<file path="config.mk">
export PLATFORM = sky130hd
export DESIGN_NAME = crt_cfg
export DESIGN_NICKNAME = d
export VERILOG_FILES = /design/src/rtl/assert_macros.svh /design/src/rtl/crt_pkg.sv /design/src/rtl/crt_cfg.sv
export SDC_FILE = /design/constraint.sdc
export NUM_CORES = 1
export LEC_CHECK = 0
export ABC_AREA = 1
export BUFFER_PORTS_ARGS = -buffer_cell sky130_fd_sc_hd__buf_2
export CAP_MARGIN = 20
export CORE_AREA = 3 3 68 70
export CTS_CLUSTER_DIAMETER = 50
export CTS_CLUSTER_SIZE = 16
export DETAILED_ROUTE_END_ITERATION = 16
export DIE_AREA = 0 0 71 73
export PLACE_DENSITY = 0.8
export SLEW_MARGIN = 30
export SYNTH_ARGS = -nofsm -noshare
export SYNTH_HDL_FRONTEND = slang
export SYNTH_SLANG_ARGS = --single-unit
</file>
<file path="constraint.sdc">
create_clock -name clk -period 1.4 [get_ports clk]
set_input_delay 0.21 -clock clk [delete_from_list [all_inputs] [get_ports clk]]
set_output_delay 0.21 -clock clk [all_outputs]
set_load 0.03 [all_outputs]
</file>
<file path="src/rtl/assert_macros.svh">
// Assertion helpers for the RTL file that carries checks.
`ifndef ASSERT_MACROS_SVH
`define ASSERT_MACROS_SVH

// A condition that must hold at every clock edge out of reset.
`define CRT_ASSERT_ALWAYS(lbl, ck, rn, cond) \
  lbl: assert property (@(posedge ck) disable iff (!(rn)) (cond)) \
    else $error("invariant violated");

// A condition that, once seen, forces a consequence in the next cycle.
`define CRT_ASSERT_NEXT(lbl, ck, rn, ante, cons) \
  lbl: assert property (@(posedge ck) disable iff (!(rn)) (ante) |=> (cons)) \
    else $error("next-cycle check violated");

`endif

</file>
<file path="src/rtl/crt_pkg.sv">
package crt_pkg;

  // Field widths of the item channels and the register file.
  localparam int SIZE_W    = 13;
  localparam int COUNT_W   = 9;
  localparam int ID_W      = 16;
  localparam int ID_EXT_W  = 17;
  localparam int RADDR_W   = 12;
  localparam int POS_W     = 13;
  localparam int BASE_W    = 29;
  localparam int ADDR_W    = 30;
  localparam int PDATA_W   = 32;
  localparam int PADDR_W   = 4;

  localparam logic [POS_W-1:0] POS_MAX = '1;

  // Result buffer sizing.
  localparam int FIFO_DEPTH = 8;
  localparam int FIFO_PTR_W = 3;
  localparam int FIFO_CNT_W = 4;

  // Register indexes.
  localparam logic [1:0] REG_CHUNK_SIZE  = 2'd0;
  localparam logic [1:0] REG_CHUNK_COUNT = 2'd1;
  localparam logic [1:0] REG_LAST_SIZE   = 2'd2;

  // Input actions and result kinds.
  localparam logic ACT_DELIVER = 1'b0;
  localparam logic ACT_READ    = 1'b1;
  localparam logic KIND_STATUS = 1'b0;
  localparam logic KIND_READ   = 1'b1;

  typedef enum logic [1:0] {
    STATUS_OK,
    STATUS_MISMATCH,
    STATUS_RANGE
  } status_t;

  typedef struct packed {
    logic [SIZE_W-1:0]  chunk_size;
    logic [COUNT_W-1:0] chunk_count;
    logic [SIZE_W-1:0]  last_chunk_size;
  } cfg_t;

  typedef struct packed {
    logic               kind;
    status_t            status;
    logic               complete;
    logic [COUNT_W-1:0] received_chunks;
    logic [7:0]         read_data;
  } res_t;

endpackage

</file>
<file path="src/rtl/crt_cfg.sv">
module crt_cfg
  import crt_pkg::*;
(
  input  logic               clk,
  input  logic               rst_n,
  input  logic               psel,
  input  logic               penable,
  input  logic               pwrite,
  input  logic [PADDR_W-1:0] paddr,
  input  logic [PDATA_W-1:0] pwdata,
  output logic [PDATA_W-1:0] prdata,
  output logic               pready,
  output cfg_t               cfg
);

  cfg_t cfg_r;
  logic wr_en;

  assign pready = 1'b1;
  assign wr_en  = psel && penable && pwrite;

  // Register writes land in the access phase.
  always_ff @(posedge clk) begin
    if (!rst_n) begin
      cfg_r.chunk_size      <= SIZE_W'(1024);
      cfg_r.chunk_count     <= COUNT_W'(4);
      cfg_r.last_chunk_size <= SIZE_W'(1024);
    end else if (wr_en) begin
      case (paddr[3:2])
        REG_CHUNK_SIZE:  cfg_r.chunk_size      <= pwdata[SIZE_W-1:0];
        REG_CHUNK_COUNT: cfg_r.chunk_count     <= pwdata[COUNT_W-1:0];
        REG_LAST_SIZE:   cfg_r.last_chunk_size <= pwdata[SIZE_W-1:0];
        default: ;
      endcase
    end
  end

  // Read back the addressed register.
  always_comb begin
    case (paddr[3:2])
      REG_CHUNK_SIZE:  prdata = PDATA_W'(cfg_r.chunk_size);
      REG_CHUNK_COUNT: prdata = PDATA_W'(cfg_r.chunk_count);
      REG_LAST_SIZE:   prdata = PDATA_W'(cfg_r.last_chunk_size);
      default:         prdata = '0;
    endcase
  end

  assign cfg = cfg_r;

endmodule

</file>
[Word-level counts from Yosys, hierarchy flattened]
Index checks and enable logic that the tools add are counted.
Storage, ports and cells
  logic and storage cells: 12
  output and inout port bits: 68
  flip-flop bits (word level): 35
Cells by class
  reductions and logical operators: 6
  equal/unequal tests: 2
  mux-type cells: 1
Operators by type and width (count)
  $pmux W13 S3: 1
  $reduce_and A2 Y1: 3
  $eq A2 B1 Y1 const B: 1
  $eq A2 B2 Y1 const B: 1
  $logic_and A1 B1 Y1: 2
  $logic_not A2 Y1: 1

[Depth between registers and ports, before layout]
  depth in word-level cells: 3
  mapped depth: 6
  depth with buffers taken out: 5

[Worst setup path after synthesis]
Ideal clock, no wire load.
  path kind: input-to-output
  start point: input port paddr[3]
  end point: output port prdata[10]
  stages on the path: 3
  path slack: 0.261 ns
  data arrival time: 0.929 ns
  cells stage by stage: nor2_2 buf_2 a22o_1
On the way
  word-level cells in the longest chain between the ends: 2
  elaborated cells between the ends (all ways): 4
  classes of those cells: eq/ne (2); mux (1); reduce/logical (1)
RTL lines
  start: declaration: line crt_cfg.sv:9  | input logic [PADDR_W-1:0] paddr,
  $eq A2 B2 Y1 (tied with other cells): line crt_cfg.sv:40  | case (paddr[3:2])
  $pmux W13 S3 *: line crt_cfg.sv:40
  end: declaration: line crt_cfg.sv:11  | output logic [PDATA_W-1:0] prdata,
Every way passes the cells marked *; elsewhere a longest branch is shown, timed or not.

[Worst setup path in the final report]
  start point: input port paddr[2]
  end point: output port prdata[3]
Same word-level chain as after synthesis.

==> out/metrics.yaml <==
yosysMostFrequentCell: "sky130_fd_sc_hd__nand2_1"
design.die.area_sq_mm: 0.00518
timing.reg2reg.worst_path_depth: 2
vias: 1868
final_routed_drc_violation_total: 0
critPathMaxFanout: 5
clk_path_buf_depth: 2
synth.ff_latch_count: 35
drv.max_cap_violation_count: 0
number_of_synthesized_flops_with_an_enable_pin: 0
sequential_cell_area_sq_um: 701
timing.final.setup_violations: 0
grt_first_pass_wirelength_mm: 7.00
routed_wirelength_mm: 4.56
synth_top_flop_cell: "sky130_fd_sc_hd__dfxtp_1"
floorplan.initialDensity_pct: 44.8
tightestPinTransition_ns: 0.611
antenna_found_initial: 0
count_of_unique_library_cells_instantiated_by_yosys: 14
pin_count_of_the_biggest_net_entering_global_routing: 36
startpoint_type: "primary input"
syn-mean-instance-area_sq_um: 6.57
top_level_ports: 109
power.ir.vdd_worst_v: 0.000411
final_layout_size_suffix_gt1_share_pct: 28.3
synth_area_leader_cell: "sky130_fd_sc_hd__dfxtp_1"
cts.htree.levels: 2
yosysTopAreaCellShare_pct: 38.8
finalNonFillerCells: 400
postLayoutCellArea_sq_mm: 0.00230
top_post_synthesis_cells_by_area: "sky130_fd_sc_hd__dfxtp_1 39%, sky130_fd_sc_hd__nand2_1 14%, sky130_fd_sc_hd__nor2_1 14%"
seq_area_frac_synth_pct: 38.8
place_area_sq_mm: 0.00218
period_minus_slack_ns: 1.27
crit_required_ns: 1.19
place.gp.congestion: 0.760
hold_violations: 0
worst_hold_path.num_cells: 3
worst_ep_arrival_time_ns: 1.06
placeableCoreArea_sq_mm: 0.00403
placed_cells_incl_taps: 390
clock_latency_ns: 0.29
gr-usage-all-layers_pct: 17.2
die_height_um: 73
max_clock_freq_ghz: 0.786
std_cell_rows: 23
grt-ovfl-total: 0
area_delta_synth_final_pct: 27.7
ctsHoldBuffers: 0
detail_route.vias_per_cell: 4.67
dp_worst_setup_slack_ns: 0.0464
power_leakage_nw: 1.22
synthesis.area_sq_mm: 0.00181
die_x_um: 71
min_period_over_period_pct: 90.9
post_synth_inst_count: 275
multi_input_comb_area_sq_um: 892
synth.yosys.warnings: 0
async_flop_share_pct: 0
port_buffers: 67
num_antenna_cells: 0
tritoncts_num_sinks: 35
tritoncts_clock_tree: "done"
grt_setup_unrepaired: "false"
synth_commonest_cells: "66 x sky130_fd_sc_hd__nand2_1, 65 x sky130_fd_sc_hd__nor2_1, 45 x sky130_fd_sc_hd__nand3_1"
number_of_buffers_created_by_cts: 5
worstSetupPathType: "in -> out"
cellPowerDensity_mw_per_mm2: 968
clkSlewWorstSetupHoldPaths_ns: 0.07
layout.nets: 390
dpl.hpwl_mm: 3.28
num-fill-cells: 411
clockRootBuffer: "sky130_fd_sc_hd__clkbuf_8"
maxSlewViolCount: 0
timing.hold.worst.class: "in -> reg"
timing.clock.skew_ns: 0
antenna_violating_nets_post_route: 0
drt-wirelength-per-cell_um: 11.4
run_status: "complete, no violations"
worst_setup_path_end_kind: "output pin"
detailedRoute.firstIterationViolations: 92
setup-tns-final_ns: 0
layout_setup_ws_ns: 0.128
relSlewSlack_pct: 59.2
detail_route.first_pass.iterations: 4
largest_register_ff_count: 35
via_count_of_the_first_global_routing_pass: 1626
## final timing paths
check                  startpoint              endpoint  slack, ns
max                      paddr[2]             prdata[3]       0.13
min                     pwdata[2]  cfg[15]$_SDFFE_PN1P_       0.17
max reg2reg  cfg[10]$_SDFFE_PN1P_  cfg[10]$_SDFFE_PN1P_       0.77
min reg2reg   cfg[6]$_SDFFE_PN0P_   cfg[6]$_SDFFE_PN0P_       0.50
## cell usage in the layout (no fill, tap or decap), drive strengths merged
cell type and n:
a22o 4, nand3 45, nand2 66, nor2 71, inv 15, clkbuf 8
buf 83, o21ai 3, dfxtp 35, conb 20
## worst max-delay path: stages
cell and delay (ns):
sky130_fd_sc_hd__buf_2 0.15, sky130_fd_sc_hd__inv_2 0.07, sky130_fd_sc_hd__nor2_4 0.15, sky130_fd_sc_hd__buf_4 0.17, sky130_fd_sc_hd__nand2_1 0.05, sky130_fd_sc_hd__nand3_1 0.07
sky130_fd_sc_hd__buf_2 0.19
## metrics by stage
step                util [%]  hold slack [ns]  power (mW)
floorplan                  -            0.336        1.37
global placement        54.0            0.444        1.44
detailed placement      54.0            0.461        1.44
CTS                     56.5            0.159        2.24
global route            57.2            0.188        2.32
finish                  57.2            0.166        2.23
## cell type report
cell class,instances,share of cell area [%]
sequential,35,30.4
multi-input combinational,209,38.7
clock buffer,8,4.34
timing repair buffer,83,21.4
tap,50,2.71
inverter,15,2.44
## routing by layer
layer  global-route usage (%)  vias up  part of all wire, %
met2                     30.5       68                   49
met1                     19.4      828                   43
met3                     5.23        5                  7.0
met4                     6.68        0                  1.1
li1                         -      967                    -
met5                        0        -                    0
## cells by family (layout without fill, tap and decap cells)
family	Yosys count	in the layout	synth area share, %
AO/OA/AOI/OAI	7	7	2.77
buffers and inverters	49	106	15.7
flip-flops	35	35	38.8
other	2	20	0.416
AND/OR/NAND/NOR	182	182	42.3
## power by group
part / total (mW) / internal (mW) / switching [mW]
Combinational: 0.399 / 0.116 / 0.283
Clock: 0.799 / 0.449 / 0.350
Sequential: 1.03 / 1.02 / 0.0154
## repair_timing
action,4_1_cts,5_1_grt
gates resized for setup,0,0
endpoints found under the setup margin,0,9
setup buffers,0,2
Note: power is estimated with default switching activity, not from simulation.
