**src/rtl/assert_macros.svh**
```systemverilog
// Assertion helpers for the RTL file that carries checks.
`ifndef ASSERT_MACROS_SVH
`define ASSERT_MACROS_SVH

// A condition that must hold at every clock edge out of reset.
`define CRT_ASSERT_ALWAYS(lbl, ck, rn, cond) \
  lbl: assert property (@(posedge ck) disable iff (!(rn)) (cond)) \
    else $error("invariant violated");

// A condition that, once seen, forces a consequence in the next cycle.
`define CRT_ASSERT_NEXT(lbl, ck, rn, ante, cons) \
  lbl: assert property (@(posedge ck) disable iff (!(rn)) (ante) |=> (cons)) \
    else $error("next-cycle check violated");

`endif

```
**src/rtl/crt_pkg.sv**
```systemverilog
package crt_pkg;

  // Field widths of the item channels and the register file.
  localparam int SIZE_W    = 13;
  localparam int COUNT_W   = 9;
  localparam int ID_W      = 16;
  localparam int ID_EXT_W  = 17;
  localparam int RADDR_W   = 12;
  localparam int POS_W     = 13;
  localparam int BASE_W    = 29;
  localparam int ADDR_W    = 30;
  localparam int PDATA_W   = 32;
  localparam int PADDR_W   = 4;

  localparam logic [POS_W-1:0] POS_MAX = '1;

  // Result buffer sizing.
  localparam int FIFO_DEPTH = 8;
  localparam int FIFO_PTR_W = 3;
  localparam int FIFO_CNT_W = 4;

  // Register indexes.
  localparam logic [1:0] REG_CHUNK_SIZE  = 2'd0;
  localparam logic [1:0] REG_CHUNK_COUNT = 2'd1;
  localparam logic [1:0] REG_LAST_SIZE   = 2'd2;

  // Input actions and result kinds.
  localparam logic ACT_DELIVER = 1'b0;
  localparam logic ACT_READ    = 1'b1;
  localparam logic KIND_STATUS = 1'b0;
  localparam logic KIND_READ   = 1'b1;

  typedef enum logic [1:0] {
    STATUS_OK,
    STATUS_MISMATCH,
    STATUS_RANGE
  } status_t;

  typedef struct packed {
    logic [SIZE_W-1:0]  chunk_size;
    logic [COUNT_W-1:0] chunk_count;
    logic [SIZE_W-1:0]  last_chunk_size;
  } cfg_t;

  typedef struct packed {
    logic               kind;
    status_t            status;
    logic               complete;
    logic [COUNT_W-1:0] received_chunks;
    logic [7:0]         read_data;
  } res_t;

endpackage

```
**src/rtl/crt_out_fifo.sv**
```systemverilog
module crt_out_fifo
  import crt_pkg::*;
(
  input  logic                  clk,
  input  logic                  rst_n,
  input  logic                  push,
  input  res_t                  push_data,
  input  logic                  out_ready,
  output logic                  out_valid,
  output res_t                  out_data,
  output logic [FIFO_CNT_W-1:0] count
);

  res_t                  mem_r [FIFO_DEPTH];
  logic [FIFO_PTR_W-1:0] wr_ptr_r;
  logic [FIFO_PTR_W-1:0] rd_ptr_r;
  logic [FIFO_CNT_W-1:0] cnt_r;
  logic [FIFO_CNT_W-1:0] cnt_nxt;
  logic                  pop;

  assign out_valid = (cnt_r != '0);
  assign pop       = out_valid && out_ready;
  assign out_data  = mem_r[rd_ptr_r];
  assign count     = cnt_r;

  // Occupancy moves by one on a lone push or a lone pop.
  always_comb begin
    cnt_nxt = cnt_r;
    if (push && !pop) begin
      cnt_nxt = cnt_r + FIFO_CNT_W'(1);
    end else if (pop && !push) begin
      cnt_nxt = cnt_r - FIFO_CNT_W'(1);
    end
  end

  // Pointers and occupancy.
  always_ff @(posedge clk) begin
    if (!rst_n) begin
      wr_ptr_r <= '0;
      rd_ptr_r <= '0;
      cnt_r    <= '0;
    end else begin
      if (push) begin
        wr_ptr_r <= wr_ptr_r + FIFO_PTR_W'(1);
      end
      if (pop) begin
        rd_ptr_r <= rd_ptr_r + FIFO_PTR_W'(1);
      end
      cnt_r <= cnt_nxt;
    end
  end

  // Result storage.
  always_ff @(posedge clk) begin
    if (push) begin
      mem_r[wr_ptr_r] <= push_data;
    end
  end

endmodule
```
**config.mk**
```make
export PLATFORM = sky130hd
export DESIGN_NAME = crt_out_fifo
export DESIGN_NICKNAME = d
export VERILOG_FILES = /design/src/rtl/assert_macros.svh /design/src/rtl/crt_pkg.sv /design/src/rtl/crt_out_fifo.sv
export SDC_FILE = /design/constraint.sdc
export NUM_CORES = 1
export LEC_CHECK = 0
export BUFFER_PORTS_ARGS = -buffer_cell sky130_fd_sc_hd__buf_2
export CAP_MARGIN = 30
export CORE_MARGIN = 4
export CORE_UTILIZATION = 64
export CTS_BUF_LIST = sky130_fd_sc_hd__clkbuf_16
export DETAILED_ROUTE_END_ITERATION = 8
export GPL_ROUTABILITY_DRIVEN = 0
export GPL_TIMING_DRIVEN = 0
export PLACE_DENSITY = 0.9
export SYNTH_ARGS = -nofsm -noshare
export SYNTH_HDL_FRONTEND = slang
export SYNTH_SLANG_ARGS = --single-unit
```
**constraint.sdc**
```tcl
create_clock -name clk -period 6.04 [get_ports clk]
set_input_delay 1.208 -clock clk [delete_from_list [all_inputs] [get_ports clk]]
set_output_delay 1.208 -clock clk [all_outputs]
set_load 0.02 [all_outputs]
```
### Yosys cells after proc, flatten, opt, wreduce, memory -nomap -nowiden

Memory sizes are Yosys's and may differ from the RTL's. A register that Yosys moved wholly into a read port is not among the register bits.
Index checks and enable logic that the tools add are counted.

| word-level totals | value |
|---|---|
| register bits after elaboration | 10 |
| latch bits | 0 |
| RAM bits | 168 |
| bits in read-only memories | 0 |
| input port bits | 25 |
| output and inout bits | 26 |
| memories kept | 1 |

Memory list:

| name | depth | bits a word | rd ports | clocked after memory_dff | wr ports | line | source |
|---|---|---|---|---|---|---|---|
| mem_r | 8 | 21 | 1 | 1 | 1 | crt_out_fifo.sv:14 | `res_t mem_r [FIFO_DEPTH];` |

| operators by class | value |
|---|---|
| $add $sub $neg | 4 |
| $mul | 0 |
| divide/modulo/power cells | 0 |
| order comparisons | 0 |
| equal/unequal tests | 0 |
| shift operators | 0 |
| multiplexer cells | 6 |
| bitwise operators | 0 |
| reductions and logical operators | 7 |

Operators with widths:

| operator | number |
|---|---|
| 4-bit 2-to-1 mux | 2 |
| 3-bit by 1-bit adder with 3-bit output, second input constant | 2 |
| 3-bit 2-to-1 mux | 2 |
| 4-bit by 1-bit adder with 4-bit output, second input constant | 1 |
| 4-bit nonzero test | 1 |
| 4-bit by 1-bit subtractor with 4-bit output, second input constant | 1 |
| 1-bit logical AND | 3 |
| 1-bit logical NOT | 2 |
| 1-bit 2-to-1 mux | 2 |
| 2-bit nonzero test | 1 |

### Depth between registers and ports, before layout

| logic depth | value |
|---|---|
| depth after elaboration | 5 |
| depth in mapped cells | 9 |

### Worst setup path before layout

No wires, ideal clock.

| path | value |
|---|---|
| kind | input port to flip-flop |
| from | input port push |
| to | memory mem_r[0][0] (netlist bit), enable pin |
| library setup time | 425 ps |
| arrival | 2772 ps |
| slack | 2843 ps |
| stages | 2 |
| buffers on the path | 0 |
| path through | nand2b_1 -> nor3_1 |

| between the ends | value |
|---|---|
| longest elaborated chain between the ends | 2 |

RTL lines:

| what | line | source |
|---|---|---|
| start: declaration | crt_out_fifo.sv:6 | `input logic push,` |
| 1-bit 2-to-1 mux | crt_out_fifo.sv:55 | `if (push) begin` |
| 1-bit 2-to-1 mux (not written as such) | crt_out_fifo.sv:56 | `mem_r[wr_ptr_r] <= push_data;` |
| end: declaration | crt_out_fifo.sv:14 |  |

Every way passes these cells.

==> impl_metrics.json <==
{
  "outcome": "completed",
  "place_inst": 512,
  "fmax_mhz": 268,
  "io_buffers": 50,
  "detail-route-antenna-nets": 0,
  "syn-num-nets": 343,
  "clkSinkCount": 181,
  "grt_pass1_wl_um": 22400,
  "cts_resized": 0,
  "clockBufferDepth": 2,
  "yosysUniqueCellTypes": 26,
  "hold_viol": 0,
  "fp.dieW_um": 113,
  "ys_top_cells_by_area": "edfxtp_1 (71%), mux4_1 (15%), dfxtp_1 (3.7%)",
  "finalCritPeriodShare_pct": 61.8,
  "synth_top_family_by_area": "multiplexers",
  "fp.dieH_um": 113,
  "synth-seq-cells": 181,
  "vias": 3499,
  "fin_cells": 545,
  "clkSlewWorstSetupHoldPaths_ps": 70,
  "drv_slew": 0,
  "yosysTopAreaCell": "edfxtp_1",
  "drt-vias-per-instance": 6.42,
  "rsz0062_at_grt": "no",
  "ys_seq_area_share_pct": 74.7,
  "syn_avg_cell_area_um2": 22.8,
  "drive_above_1_share_pct": 30.7,
  "yosys.area.top_type_share_pct": 71.1,
  "drt_pass1_iterations": 5,
  "fin_skew_ps": 8.31,
  "core-area_um2": 10800,
  "p_leak_nw": 2.84,
  "drc": 0,
  "crit_type": "reg2out",
  "crit_path_end_kind": "output pin",
  "grt_pass1_vias": 3714,
  "required_ps": 4830,
  "synthAdderAreaFrac_pct": 1.16,
  "cts_tree": "done",
  "fin_setup_tns_ps": 0,
  "synthMuxAreaShare_pct": 19.2,
  "fill_cells": 559,
  "powerDensity_nw_per_um2": 395,
  "tightest_slew_ps": 850,
  "min_path_type": "reg2reg",
  "grt_max_degree": 17,
  "area_growth_pct": 17.3,
  "synthFlopType": "edfxtp_1",
  "synth_warnings": 0,
  "relSlewSlack_pct": 43.3,
  "crit_arrival_ps": 2530,
  "cts-root-buf": "clkbuf_16",
  "synthArstFlopShare_pct": 0,
  "final_nets": 422,
  "start_util_pct": 65.5,
  "antenna_found_initial": 1,
  "syn_area_um2": 7100,
  "postCtsSetupRepairBufs": 0,
  "rows": 38,
  "synth_xor_area_share_pct": 0.740,
  "start_kind": "flop",
  "peakVddDrop_v": 0.000330,
  "ios": 51,
  "crit_fanout": 10,
  "h-tree-depth": 4,
  "maxCapViolations": 0,
  "wire_per_inst_um": 26.8,
  "drt-initial-drc-count": 380,
  "synth_compound_area_share_pct": 0.441,
  "synth-edff-count": 168,
  "synth-simple-area-share_pct": 2.40,
  "cts_made_buffers": 17,
  "setup_viol": 0,
  "grt_usage_pct": 24.7,
  "layout_min_cycle_time_ps": 3730,
  "dieArea_um2": 12800,
  "dpl-instance-area_um2": 7750,
  "dp_hpwl_um": 8640,
  "ctsHoldBuffers": 0,
  "overflow": 0,
  "clk_latency_ps": 420,
  "final_cell_area_um2": 8320,
  "synthCells": 312,
  "wirelength_um": 14600
}
[layout by cell type, fill, tap and decap left out, types with 5 or more instances in the layout]
| cell | n |
|---|---|
| buf_2 | 50 |
| and2_1 | 7 |
| ha_1 | 5 |
| mux2_2 | 21 |
| nor2_2 | 6 |
| clkbuf_16 | 17 |
| dfxtp_1 | 13 |
| mux4_1 | 40 |
| xnor2_1 | 5 |
| buf_16 | 5 |
| edfxtp_1 | 168 |
| clkbuf_1 | 9 |
| buf_6 | 7 |
| nand2_1 | 7 |
[per-layer routing]
metal | global-route usage (%) | vias up | share of wire [%]
met2 | 40.4 | 179 | 51
met1 | 32.7 | 1798 | 39
met5 | 0 | - | 0
met3 | 6.15 | 36 | 7.3
met4 | 9.29 | 0 | 2.5
li1 | - | 1486 | -
[kinds of logic (layout without fill, tap and decap cells)]
kind of cell	after synthesis	after routing
other	0	1
xor gates and xnor gates	6	6
adders and majority gates	6	6
muxes	66	66
and+or+nand+nor	33	33
DFF	181	181
AOI/OAI and AO/OA	5	5
buffers and inverters	15	107
[state kept, by name (all words and copies together) (netlist names), named ones only]
register and flops:
mem_r 168, count 4, wr_ptr_r 3, rd_ptr_r 3
[synth_stat cells, types with 4 or more instances]
cell type,n
and2_1,7
buf_6,5
mux4_1,40
clkbuf_1,9
xnor2_1,5
edfxtp_1,168
nor2_1,7
ha_1,5
nand2b_1,4
nand2_1,7
dfxtp_1,13
mux2_2,21
[power breakdown]
part           switching (mW)  internal [mW]  total (mW)
Combinational           0.402          0.371       0.773
Clock                   0.453          0.604        1.06
Sequential             0.0320           1.42        1.45
Total                   0.887           2.40        3.28
[area by class of cell]
type	instances	area [um^2]	area share, %
diodes	1	2.50	0.0301
plain buffers	14	90.1	1.08
clock buffers	17	425	5.11
clock inverters	15	141	1.70
inverters	1	3.75	0.0451
multi-input cells	116	1720	20.7
flip-flops and latches	181	5310	63.7
well taps	140	175	2.10
repair buffers	60	455	5.47
[per-stage QoR]
stage                     setup slack (ps)  util (%)  power (mW)  hold slack, ps
final                                 2310      76.8        3.28             490
after global routing                  2210      76.8        3.41             548
after CTS                             2280      76.8        3.29             497
after detailed placement              2830      71.5        2.24             488
after global placement                1370      69.4        2.20             469
after floorplan                       2840         -        2.02             467
[critical path, stage by stage, from the launching register on]
cell and delay [ps]:
dfxtp_1 340, clkbuf_1 240, clkbuf_1 630, mux4_1 450, mux2_2 290, buf_2 160
[final timing paths]
check	end	from	depth (start not counted)	slack [ps]
max	out_data[12]	flop	5	2310
min	count[3]	count[3]	2	490
max reg2reg	count[3]	count[1]	9	3590
min reg2reg	count[3]	count[3]	2	490
Power figures use the tool's default switching activity.
